**config.mk**
```make
export PLATFORM = sky130hd
export DESIGN_NAME = bitcell_to_flux_precomp
export DESIGN_NICKNAME = d
export VERILOG_FILES = /design/src/hdl/bfp_pkg.sv /design/src/hdl/bfp_cfg.sv /design/src/hdl/bfp_core.sv /design/src/hdl/bitcell_to_flux_precomp.sv
export SDC_FILE = /design/constraint.sdc
export NUM_CORES = 1
export LEC_CHECK = 0
export BUFFER_PORTS_ARGS = -buffer_cell sky130_fd_sc_hd__buf_2
export CAP_MARGIN = 10
export CORE_MARGIN = 1
export CORE_UTILIZATION = 60
export DETAILED_ROUTE_END_ITERATION = 8
export PLACE_DENSITY_LB_ADDON = 0.15
export SLEW_MARGIN = 20
export SYNTH_ARGS = -nofsm -noshare
export SYNTH_HDL_FRONTEND = slang
export SYNTH_SLANG_ARGS = --single-unit
```
**constraint.sdc**
```tcl
create_clock -name clk -period 10.4 [get_ports clk]
set_input_delay 1.04 -clock clk [delete_from_list [all_inputs] [get_ports clk]]
set_output_delay 1.04 -clock clk [all_outputs]
set_load 0.1 [all_outputs]
```
**src/hdl/bfp_pkg.sv**
```systemverilog
package bfp_pkg;

    // Default width of a flux interval in the result.
    localparam int INTERVAL_BITS_DEFAULT = 20;

    // Configuration port geometry.
    localparam int CFG_INDEX_BITS = 4;
    localparam int CFG_DATA_BITS  = 16;

    // Register widths.
    localparam int BITCELL_BITS = 14;
    localparam int CYL_BITS     = 8;
    localparam int SHIFT_BITS   = 8;

    // Register indexes.
    localparam logic [CFG_INDEX_BITS-1:0] REG_BITCELL_TIME  = 4'd0;
    localparam logic [CFG_INDEX_BITS-1:0] REG_CYLINDER      = 4'd1;
    localparam logic [CFG_INDEX_BITS-1:0] REG_PRECOMP_START = 4'd2;
    localparam logic [CFG_INDEX_BITS-1:0] REG_PRECOMP_SHIFT = 4'd3;

    // Reset values of the registers.
    localparam logic [BITCELL_BITS-1:0] BITCELL_TIME_RESET  = 14'd2000;
    localparam logic [CYL_BITS-1:0]     CYLINDER_RESET      = 8'd0;
    localparam logic [CYL_BITS-1:0]     PRECOMP_START_RESET = 8'd40;
    localparam logic [SHIFT_BITS-1:0]   PRECOMP_SHIFT_RESET = 8'd240;

    typedef struct packed {
        logic [BITCELL_BITS-1:0] bitcell_time_ns;
        logic [CYL_BITS-1:0]     cylinder_number;
        logic [CYL_BITS-1:0]     precomp_start_cylinder;
        logic [SHIFT_BITS-1:0]   precomp_shift_ns;
    } bfp_cfg_t;

    typedef struct packed {
        logic cell_bit;
        logic index_mark;
        logic track_end;
    } bfp_item_t;

endpackage

```
**src/hdl/bfp_cfg.sv**
```systemverilog
module bfp_cfg
    import bfp_pkg::*;
(
    input  logic                      clk,
    input  logic                      rst_n,
    input  logic                      cfg_valid,
    output logic                      cfg_ready,
    input  logic [CFG_INDEX_BITS-1:0] cfg_index,
    input  logic [CFG_DATA_BITS-1:0]  cfg_data,
    output bfp_cfg_t                  cfg
);

    bfp_cfg_t cfg_reg;
    bfp_cfg_t cfg_next;

    // Writes are always taken; an index beyond the register list is ignored.
    assign cfg_ready = 1'b1;

    always_comb
    begin
        cfg_next = cfg_reg;
        if (cfg_valid)
        begin
            case (cfg_index)
                REG_BITCELL_TIME:  cfg_next.bitcell_time_ns        = cfg_data[BITCELL_BITS-1:0];
                REG_CYLINDER:      cfg_next.cylinder_number        = cfg_data[CYL_BITS-1:0];
                REG_PRECOMP_START: cfg_next.precomp_start_cylinder = cfg_data[CYL_BITS-1:0];
                REG_PRECOMP_SHIFT: cfg_next.precomp_shift_ns       = cfg_data[SHIFT_BITS-1:0];
                default:           cfg_next = cfg_reg;
            endcase
        end
    end

    always_ff @(posedge clk or negedge rst_n)
    begin
        if (!rst_n)
        begin
            cfg_reg.bitcell_time_ns        <= BITCELL_TIME_RESET;
            cfg_reg.cylinder_number        <= CYLINDER_RESET;
            cfg_reg.precomp_start_cylinder <= PRECOMP_START_RESET;
            cfg_reg.precomp_shift_ns       <= PRECOMP_SHIFT_RESET;
        end
        else
        begin
            cfg_reg <= cfg_next;
        end
    end

    assign cfg = cfg_reg;

endmodule

```
**src/hdl/bfp_core.sv**
```systemverilog
module bfp_core
    import bfp_pkg::*;
#(
    parameter int INTERVAL_BITS = INTERVAL_BITS_DEFAULT
)
(
    input  logic                     clk,
    input  logic                     rst_n,
    input  logic                     step_en,
    input  bfp_item_t                item,
    input  bfp_cfg_t                 cfg,
    output logic                     res_valid,
    output logic                     res_interval_valid,
    output logic [INTERVAL_BITS-1:0] res_interval_ns,
    output logic                     res_revolution_end
);

    // Two spare bits: one for the overshoot past the maximum, one for sign.
    localparam int ACC_W = INTERVAL_BITS + 2;

    localparam logic signed [ACC_W-1:0] IMAX = {2'b00, {INTERVAL_BITS{1'b1}}};

    logic                    prev_bit_reg, prev_bit_next;
    logic                    cur_bit_reg, cur_bit_next;
    logic signed [ACC_W-1:0] acc_reg, acc_next;
    logic                    pending_reg, pending_next;
    logic                    any_rev_reg, any_rev_next;

    logic signed [ACC_W-1:0] cell_time;
    logic signed [ACC_W-1:0] acc_sum;
    logic signed [ACC_W-1:0] acc_sat;
    logic signed [ACC_W-1:0] shift;
    logic signed [ACC_W-1:0] shifted;
    logic                    precomp_on;
    logic                    rev;

    assign cell_time  = signed'({{(ACC_W-BITCELL_BITS){1'b0}}, cfg.bitcell_time_ns});
    assign acc_sum    = acc_reg + cell_time;
    assign acc_sat    = (acc_sum > IMAX) ? IMAX : acc_sum;
    assign precomp_on = (cfg.cylinder_number >= cfg.precomp_start_cylinder)
                        && (prev_bit_reg != item.cell_bit);

    always_comb
    begin
        if (!precomp_on)
            shift = '0;
        else if (prev_bit_reg)
            shift = signed'({{(ACC_W-SHIFT_BITS){1'b0}}, cfg.precomp_shift_ns});
        else
            shift = -signed'({{(ACC_W-SHIFT_BITS){1'b0}}, cfg.precomp_shift_ns});
    end

    assign shifted = acc_sat + shift;

    always_comb
    begin
        res_interval_valid = 1'b0;
        res_interval_ns    = '0;
        acc_next           = acc_sat;
        pending_next       = pending_reg;
        any_rev_next       = any_rev_reg;
        rev                = 1'b0;

        // The held 1 becomes a transition now that the following bit is known.
        if (cur_bit_reg)
        begin
            res_interval_valid = 1'b1;
            if (shifted < 0)
                res_interval_ns = '0;
            else if (shifted > IMAX)
                res_interval_ns = {INTERVAL_BITS{1'b1}};
            else
                res_interval_ns = shifted[INTERVAL_BITS-1:0];
            acc_next     = -shift;
            pending_next = 1'b1;
        end

        prev_bit_next = cur_bit_reg;
        cur_bit_next  = item.cell_bit;

        if (item.index_mark)
        begin
            rev          = 1'b1;
            pending_next = 1'b0;
            any_rev_next = 1'b1;
        end

        // Track end flushes a marker if one is owed and restarts from reset.
        if (item.track_end)
        begin
            if (!any_rev_next || pending_next)
                rev = 1'b1;
            prev_bit_next = 1'b0;
            cur_bit_next  = 1'b0;
            acc_next      = '0;
            pending_next  = 1'b0;
            any_rev_next  = 1'b0;
        end
    end

    assign res_revolution_end = rev;
    assign res_valid          = res_interval_valid | rev;

    always_ff @(posedge clk or negedge rst_n)
    begin
        if (!rst_n)
        begin
            prev_bit_reg <= 1'b0;
            cur_bit_reg  <= 1'b0;
            acc_reg      <= '0;
            pending_reg  <= 1'b0;
            any_rev_reg  <= 1'b0;
        end
        else if (step_en)
        begin
            prev_bit_reg <= prev_bit_next;
            cur_bit_reg  <= cur_bit_next;
            acc_reg      <= acc_next;
            pending_reg  <= pending_next;
            any_rev_reg  <= any_rev_next;
        end
    end

endmodule

```
**src/hdl/bitcell_to_flux_precomp.sv**
```systemverilog
// An accepted request is held in the input register; its result, if it yields one, is then
// registered in the result register and offered to the output from there.
// Throughput: one bitcell request per cycle while no stall holds it, set by the accumulator loop.
// An input register and a result register part the two sides, so output stall does not
// stop the input until both hold a request.
// Reset (rst_n, asynchronous, active low) clears all track state and loads the register defaults.
module bitcell_to_flux_precomp
    import bfp_pkg::*;
#(
    parameter int INTERVAL_BITS = INTERVAL_BITS_DEFAULT
)
(
    input  logic                      clk,
    input  logic                      rst_n,

    input  logic                      in_valid,
    output logic                      in_stall,
    input  logic                      cell_bit,
    input  logic                      index_mark,
    input  logic                      track_end,

    output logic                      out_valid,
    input  logic                      out_stall,
    output logic                      interval_valid,
    output logic [INTERVAL_BITS-1:0]  interval_ns,
    output logic                      revolution_end,

    input  logic                      cfg_valid,
    output logic                      cfg_ready,
    input  logic [CFG_INDEX_BITS-1:0] cfg_index,
    input  logic [CFG_DATA_BITS-1:0]  cfg_data
);

    bfp_cfg_t  cfg;

    // Input register: holds one accepted bitcell request.
    logic      s1_valid_reg, s1_valid_next;
    bfp_item_t s1_item_reg;

    // Result register.
    logic                     out_valid_reg, out_valid_next;
    logic                     out_interval_valid_reg;
    logic [INTERVAL_BITS-1:0] out_interval_ns_reg;
    logic                     out_revolution_end_reg;

    logic                     in_accept;
    logic                     s1_adv;
    logic                     res_valid;
    logic                     res_interval_valid;
    logic [INTERVAL_BITS-1:0] res_interval_ns;
    logic                     res_revolution_end;

    bfp_cfg u_cfg
    (
        .clk       (clk),
        .rst_n     (rst_n),
        .cfg_valid (cfg_valid),
        .cfg_ready (cfg_ready),
        .cfg_index (cfg_index),
        .cfg_data  (cfg_data),
        .cfg       (cfg)
    );

    bfp_core #(
        .INTERVAL_BITS (INTERVAL_BITS)
    ) u_core
    (
        .clk                (clk),
        .rst_n              (rst_n),
        .step_en            (s1_adv),
        .item               (s1_item_reg),
        .cfg                (cfg),
        .res_valid          (res_valid),
        .res_interval_valid (res_interval_valid),
        .res_interval_ns    (res_interval_ns),
        .res_revolution_end (res_revolution_end)
    );

    // The held request moves on unless it has a result and the result register
    // is full and stalled. A request that yields no result only updates the
    // track state, so it never waits for the output side.
    assign s1_adv    = s1_valid_reg && (!res_valid || !out_valid_reg || !out_stall);
    assign in_stall  = s1_valid_reg && !s1_adv;
    assign in_accept = in_valid && !in_stall;

    always_comb
    begin
        if (in_accept)
            s1_valid_next = 1'b1;
        else if (s1_adv)
            s1_valid_next = 1'b0;
        else
            s1_valid_next = s1_valid_reg;
    end

    always_comb
    begin
        if (s1_adv && res_valid)
            out_valid_next = 1'b1;
        else if (!out_stall)
            out_valid_next = 1'b0;
        else
            out_valid_next = out_valid_reg;
    end

    always_ff @(posedge clk or negedge rst_n)
    begin
        if (!rst_n)
        begin
            s1_valid_reg  <= 1'b0;
            out_valid_reg <= 1'b0;
        end
        else
        begin
            s1_valid_reg  <= s1_valid_next;
            out_valid_reg <= out_valid_next;
        end
    end

    always_ff @(posedge clk)
    begin
        if (in_accept)
        begin
            s1_item_reg.cell_bit   <= cell_bit;
            s1_item_reg.index_mark <= index_mark;
            s1_item_reg.track_end  <= track_end;
        end
        if (s1_adv && res_valid)
        begin
            out_interval_valid_reg <= res_interval_valid;
            out_interval_ns_reg    <= res_interval_ns;
            out_revolution_end_reg <= res_revolution_end;
        end
    end

    assign out_valid      = out_valid_reg;
    assign interval_valid = out_interval_valid_reg;
    assign interval_ns    = out_interval_ns_reg;
    assign revolution_end = out_revolution_end_reg;

    // A result always carries an interval or a revolution marker.
    assert property (@(posedge clk) disable iff (!rst_n)
        out_valid |-> (interval_valid || revolution_end))
        else $error("result with neither interval nor marker");

    // A result without an interval carries a zero interval.
    assert property (@(posedge clk) disable iff (!rst_n)
        (out_valid && !interval_valid) |-> (interval_ns == '0))
        else $error("non-zero interval in marker-only result");

    // The input side only stalls while the input register is occupied.
    assert property (@(posedge clk) disable iff (!rst_n)
        !s1_valid_reg |-> !in_stall)
        else $error("input stalled with an empty input register");

    // A stalled result stays in the result register.
    assert property (@(posedge clk) disable iff (!rst_n)
        (out_valid && out_stall) |=> out_valid)
        else $error("stalled result lost");

endmodule

```
Yosys cells after proc, flatten, opt, wreduce, memory -nomap -nowiden. Cells that the tools add are included.

Register bits: 91. Input port bits: 28. Logic and storage cells: 74.

Add/subtract/negate cells: 4. Magnitude comparators: 4. Eq/ne operators: 5. Mux-type cells: 21. Bitwise operators: 2. Reduce and logical (&&, ||, !) cells: 21.

Operators by type and width (number): two-way mux 22 bit (5); > comparator 22 x 21 -> 1 bit (second input constant) (2); adder 22 x 15 -> 22 bit (1); adder 22 bit (1); < comparator 22 x 1 -> 1 bit (second input constant) (1); negation 22 bit (1); negation 8 -> 22 bit (1); two-way mux 20 bit (1); two-way mux 1 bit (15); equality test 4 x 2 -> 1 bit (second input constant) (2); greater-or-equal comparator 8 bit (1); AND reduction 2 bit (4); logical NOT 1 bit (6); logical AND 1 bit (5); equality test 4 x 1 -> 1 bit (second input constant) (1); logical NOT 4 bit (1); logical OR 1 bit (3); inequality test 2 x 1 -> 1 bit (second input constant) (1); nonzero test 2 bit (1); OR reduction 2 bit (1); inequality test 1 bit (1); NOT 1 bit (1); bitwise OR 1 bit (1).

Logic depth before layout (Yosys ltp).
Depth after elaboration: 15. Depth in mapped cells: 23. Depth with buffers taken out: 20.

Cells and area by module. From an unflattened synthesis, not the netlist that was laid out.

Cells, all modules: 647. Area, all modules: 6364.9 sq um.

Modules (own cells, without submodules): bfp_core (times used 1, cells an instance 524, area each 3986.3 sq um, seq. area each 650.6 sq um); bfp_cfg (times used 1, cells an instance 86, area each 1529.0 sq um, seq. area each 965.9 sq um); bitcell_to_flux_precomp (times used 1, cells an instance 37, area each 849.6 sq um, seq. area each 800.8 sq um).

Worst setup path before layout. No wires, ideal clock.

Path kind: register to register. Start: reg u_cfg.cfg_reg, in the netlist u_cfg.cfg[24]. End: reg out_interval_ns_reg[10] (netlist: interval_ns[10]), data pin. Setup time: 0.254 ns. Arrival time: 4.788 ns. Required time: 10.146 ns. Setup slack: 5.358 ns. Cell stages (with the launch flop): 24. Clock period less this slack: 5.042 ns. Cell sequence: dfrtp_1 ha_1 inv_1 fa_1 nor2b_4 o2111ai_2 a31oi_4 a31oi_1 mux2i_2 a21boi_4 buf_6 buf_4 or2_2 ha_1 fa_1 a21oi_1 o211ai_1 o31a_1 a31oi_1 o31ai_1 a211oi_1 xnor2_1 clkbuf_1 o21a_1.

Longest elaborated chain between the ends: 6. Elaborated cells between the ends (all ways): 8.

RTL lines: start, declared (line bfp_cfg.sv:13) `bfp_cfg_t cfg_reg;`; start signal, assigned (line bfp_cfg.sv:45) `cfg_reg <= cfg_next;`; adder 22 x 15 -> 22 bit (*) (line bfp_core.sv:38) `assign acc_sum = acc_reg + cell_time;`; > comparator 22 x 21 -> 1 bit (line bfp_core.sv:39) `assign acc_sat = (acc_sum > IMAX) ? IMAX : acc_sum;`; two-way mux 22 bit (*) (line bfp_core.sv:39); adder 22 bit (*) (line bfp_core.sv:53) `assign shifted = acc_sat + shift;`; > comparator 22 x 21 -> 1 bit / < comparator 22 x 1 -> 1 bit (equally long branches) (line bfp_core.sv:70, bfp_core.sv:68); two-way mux 20 bit / OR reduction 2 bit (equally long branches); end signal, assigned (line bitcell_to_flux_precomp.sv:131) `out_interval_ns_reg <= res_interval_ns;`; end, declared (line bitcell_to_flux_precomp.sv:43) `logic [INTERVAL_BITS-1:0] out_interval_ns_reg;`.

Every way passes the cells marked *; elsewhere a longest branch is shown, timed or not. A chain may end at the register's enable or synchronous reset.

Worst setup path after layout.
Start: reg u_cfg.cfg_reg, in the netlist u_cfg.cfg[24]. End: reg out_interval_ns_reg[1] (netlist: interval_ns[1]), data pin.

The elaborated chain is that of the path after synthesis.

==> metrics.csv <==
metric,value,unit
outcome,finished clean,
core,0.01051,mm2
drv_slew,0,
num_antenna_cells,0,
slew_headroom,44.16,%
root_buffer,clkbuf_8,
rsz0062_at_grt,no,
totalWireLength,15300,um
io_buffers,49,
synth-seq-cells,91,
cts_made_buffers,9,
yosysMostFrequentCell,nand2_1,
yosys-top-cells-count,"nand2_1, nor2_1, dfrtp_1",
async_flop_share,72.53,%
finalCritPeriodShare,53.80,%
area_growth_syn_to_layout,7.982,%
finalWorstSetupSlack,4.805,ns
layout_min_cycle_time,5.595,ns
grt_pass1_wl,25770,um
syn_area,0.006599,mm2
ys_types,81,
synth_flop_cell,dfrtp_1,
yosysTopAreaCellShare,20.48,%
die_area,0.01142,mm2
avgSynthCellArea,9.307,um2
cp_max_fo,31,
routabilityCongestion,0.8656,
grt_max_degree,67,
hold_class,reg -> reg,
start_kind,flip-flop,
drive_gt1_share,18.52,%
critPathCaptureType,flip-flop,
num_vias,5379,
post_cts_buffers,0,
clock_sinks,91,
track_usage,28.98,%
drc_errors,0,
clk_pin_slew,0.08,ns
cts_tree,done,
layoutNonFillerInstCount,892,
viasPerCell,6.030,
synth_seq_area_share,36.63,%
dp.cells,876,
largest_register_ffs,38,
grt_pass1_vias,5227,
cts-hold-fix-buffers,0,
required,10.64,ns
ctsHtreeMaxLevel,3,
ir_worst_vdd,0.0001717,V
worstSkewPairLatency,0.37,ns
finalSetupViolations,0,
dp_hpwl,11690,um
die_y,106.9,um
floorplan.initialDensity,62.79,%
cts_resized,0,
max_slew.worst_pin.slew,0.8326,ns
io_pins,53,
layout.nets,827,
clock_path_buffers,2,
yosysWarnings,0,
drv_cap,0,
setup_tns,0,ns
firstDrtPassIters,5,
pwr_density_cell,320.1,mW/mm2
finalClockSkew,0.006744,ns
antenna_left,0,
synthCells,709,
fp.dieW,106.9,um
critical_path_arrival,5.83,ns
crit_type,reg -> reg,
leakage,3.129,nW
synth-edff-count,25,
synth_area_leaders,"dfrtp_1, edfxtp_1, ha_1",
timing.fmax,178.7,MHz
row_count,37,
synth_largest_area_cell,dfrtp_1,
antenna_found_initial,0,
synth_fp_nets,785,
grt-ovfl-total,0,
hold_violations,0,
drt-initial-drc-count,449,
post-place-ws,4.817,ns
wl_per_cell,17.15,um
-- cell families (layout without fill, tap and decap cells) --
group	Yosys count	after routing	synth area share [%]
AND/OR/NAND/NOR	225	225	16.78
AO/OA/AOI/OAI	209	209	21.67
flip-flops	91	91	36.63
buffers and inverters	58	105	3.963
adder cells (fa/ha/maj)	48	48	9.329
XOR/XNOR	41	41	5.442
multiplexers	36	36	6.124
other	1	1	0.05683
-- metal layers --
layer	share of wire (%)	routed length [um]	vias to the layer above	track usage, %
met5	0	0	-	0
met3	4.6	702	20	4.012
met1	48	7328	2572	41.11
met2	46	7048	139	46.36
met4	1.4	218	0	8.219
li1	-	-	2648	-
-- worst max-delay path: stages (launching register included) --
cell       delay, ns
dfrtp_1         0.37
ha_1            0.22
inv_1           0.07
fa_1            0.44
nor2b_4         0.16
o2111ai_2       0.16
a31oi_4         0.26
a31oi_1         0.19
mux2i_2         0.23
a21boi_4        0.65
nor2b_1         0.18
inv_1           0.15
ha_1            0.26
a211oi_1        0.27
o211ai_1        0.16
a211oi_1        0.54
a311oi_1        0.26
o21ai_1         0.24
nand2_1         0.07
mux2i_1         0.18
buf_4           0.26
o21a_1          0.16
-- placed cells by master, fill, tap and decap left out, types with 7 or more instances in the layout --
master    synthesis  routed
nand2_1          68      68
nor2_1           58      57
dfrtp_1          54      54
buf_2             7      49
ha_1             46      46
a21oi_1          45      45
o21ai_0          38      38
inv_1            33      33
mux2_2           32      32
o21a_1           29      29
xnor2_1          27      27
edfxtp_1         25      25
nor3_1           19      18
nand3_1          15      15
a211oi_1         14      14
o21ai_1          15      14
xor2_1           14      14
dfstp_2          12      12
nand2b_1         11      11
clkbuf_8          0      11
and2_1            8       8
nor2b_1           8       8
or2_2             7       7
buf_4             4       7
-- through the flow --
| stage | utilization, % | hold WS, ns | power, mW | area [um2] |
|---|---|---|---|---|
| 2_1_floorplan | - | 0.4231 | 1.752 | 6599 |
| 4_1_cts | 67.70 | 0.5156 | 2.273 | 7114 |
| 5_1_grt | 67.81 | 0.5256 | 2.458 | 7126 |
| 3_5_place_dp | 66.04 | 0.4961 | 2.037 | 6940 |
| 3_3_place_gp | 66.04 | 0.4744 | 2.010 | 6940 |
| 6_report | 67.81 | 0.5120 | 2.281 | 7126 |
-- power by group --
| part | total, mW | leakage (nW) | internal (mW) | switching [mW] |
|---|---|---|---|---|
| Sequential | 0.561 | 1.05 | 0.488 | 0.0731 |
| Combinational | 1.49 | 1.99 | 0.548 | 0.945 |
| Clock | 0.226 | 0.0910 | 0.100 | 0.125 |
-- layout make-up --
class	instances	area (um2)
multi-input combinational	560	3943
fill	846	3383
sequential	91	2417
timing repair buffer	56	297.8
tap	136	170.2
clock buffer	14	162.7
inverter	33	123.9
clock inverter	2	11.26
-- worst paths after layout --
| kind | cells past startpoint | end | start | slack (ns) |
|---|---|---|---|---|
| setup / recovery | 21 | interval_ns[1] | u_cfg.cfg[24] | 4.80 |
| hold / removal | 2 | u_core.acc_reg[11] | u_core.acc_reg[11] | 0.51 |
| setup reg to reg | 21 | interval_ns[1] | u_cfg.cfg[24] | 4.80 |
| hold reg to reg | 2 | u_core.acc_reg[11] | u_core.acc_reg[11] | 0.51 |
| max in group asynchronous | 2 | u_core.acc_reg[14] | rst_n | 9.00 |
| min in group asynchronous | 2 | u_cfg.cfg[18] | rst_n | 0.84 |
Power figures use the tool's default switching activity.
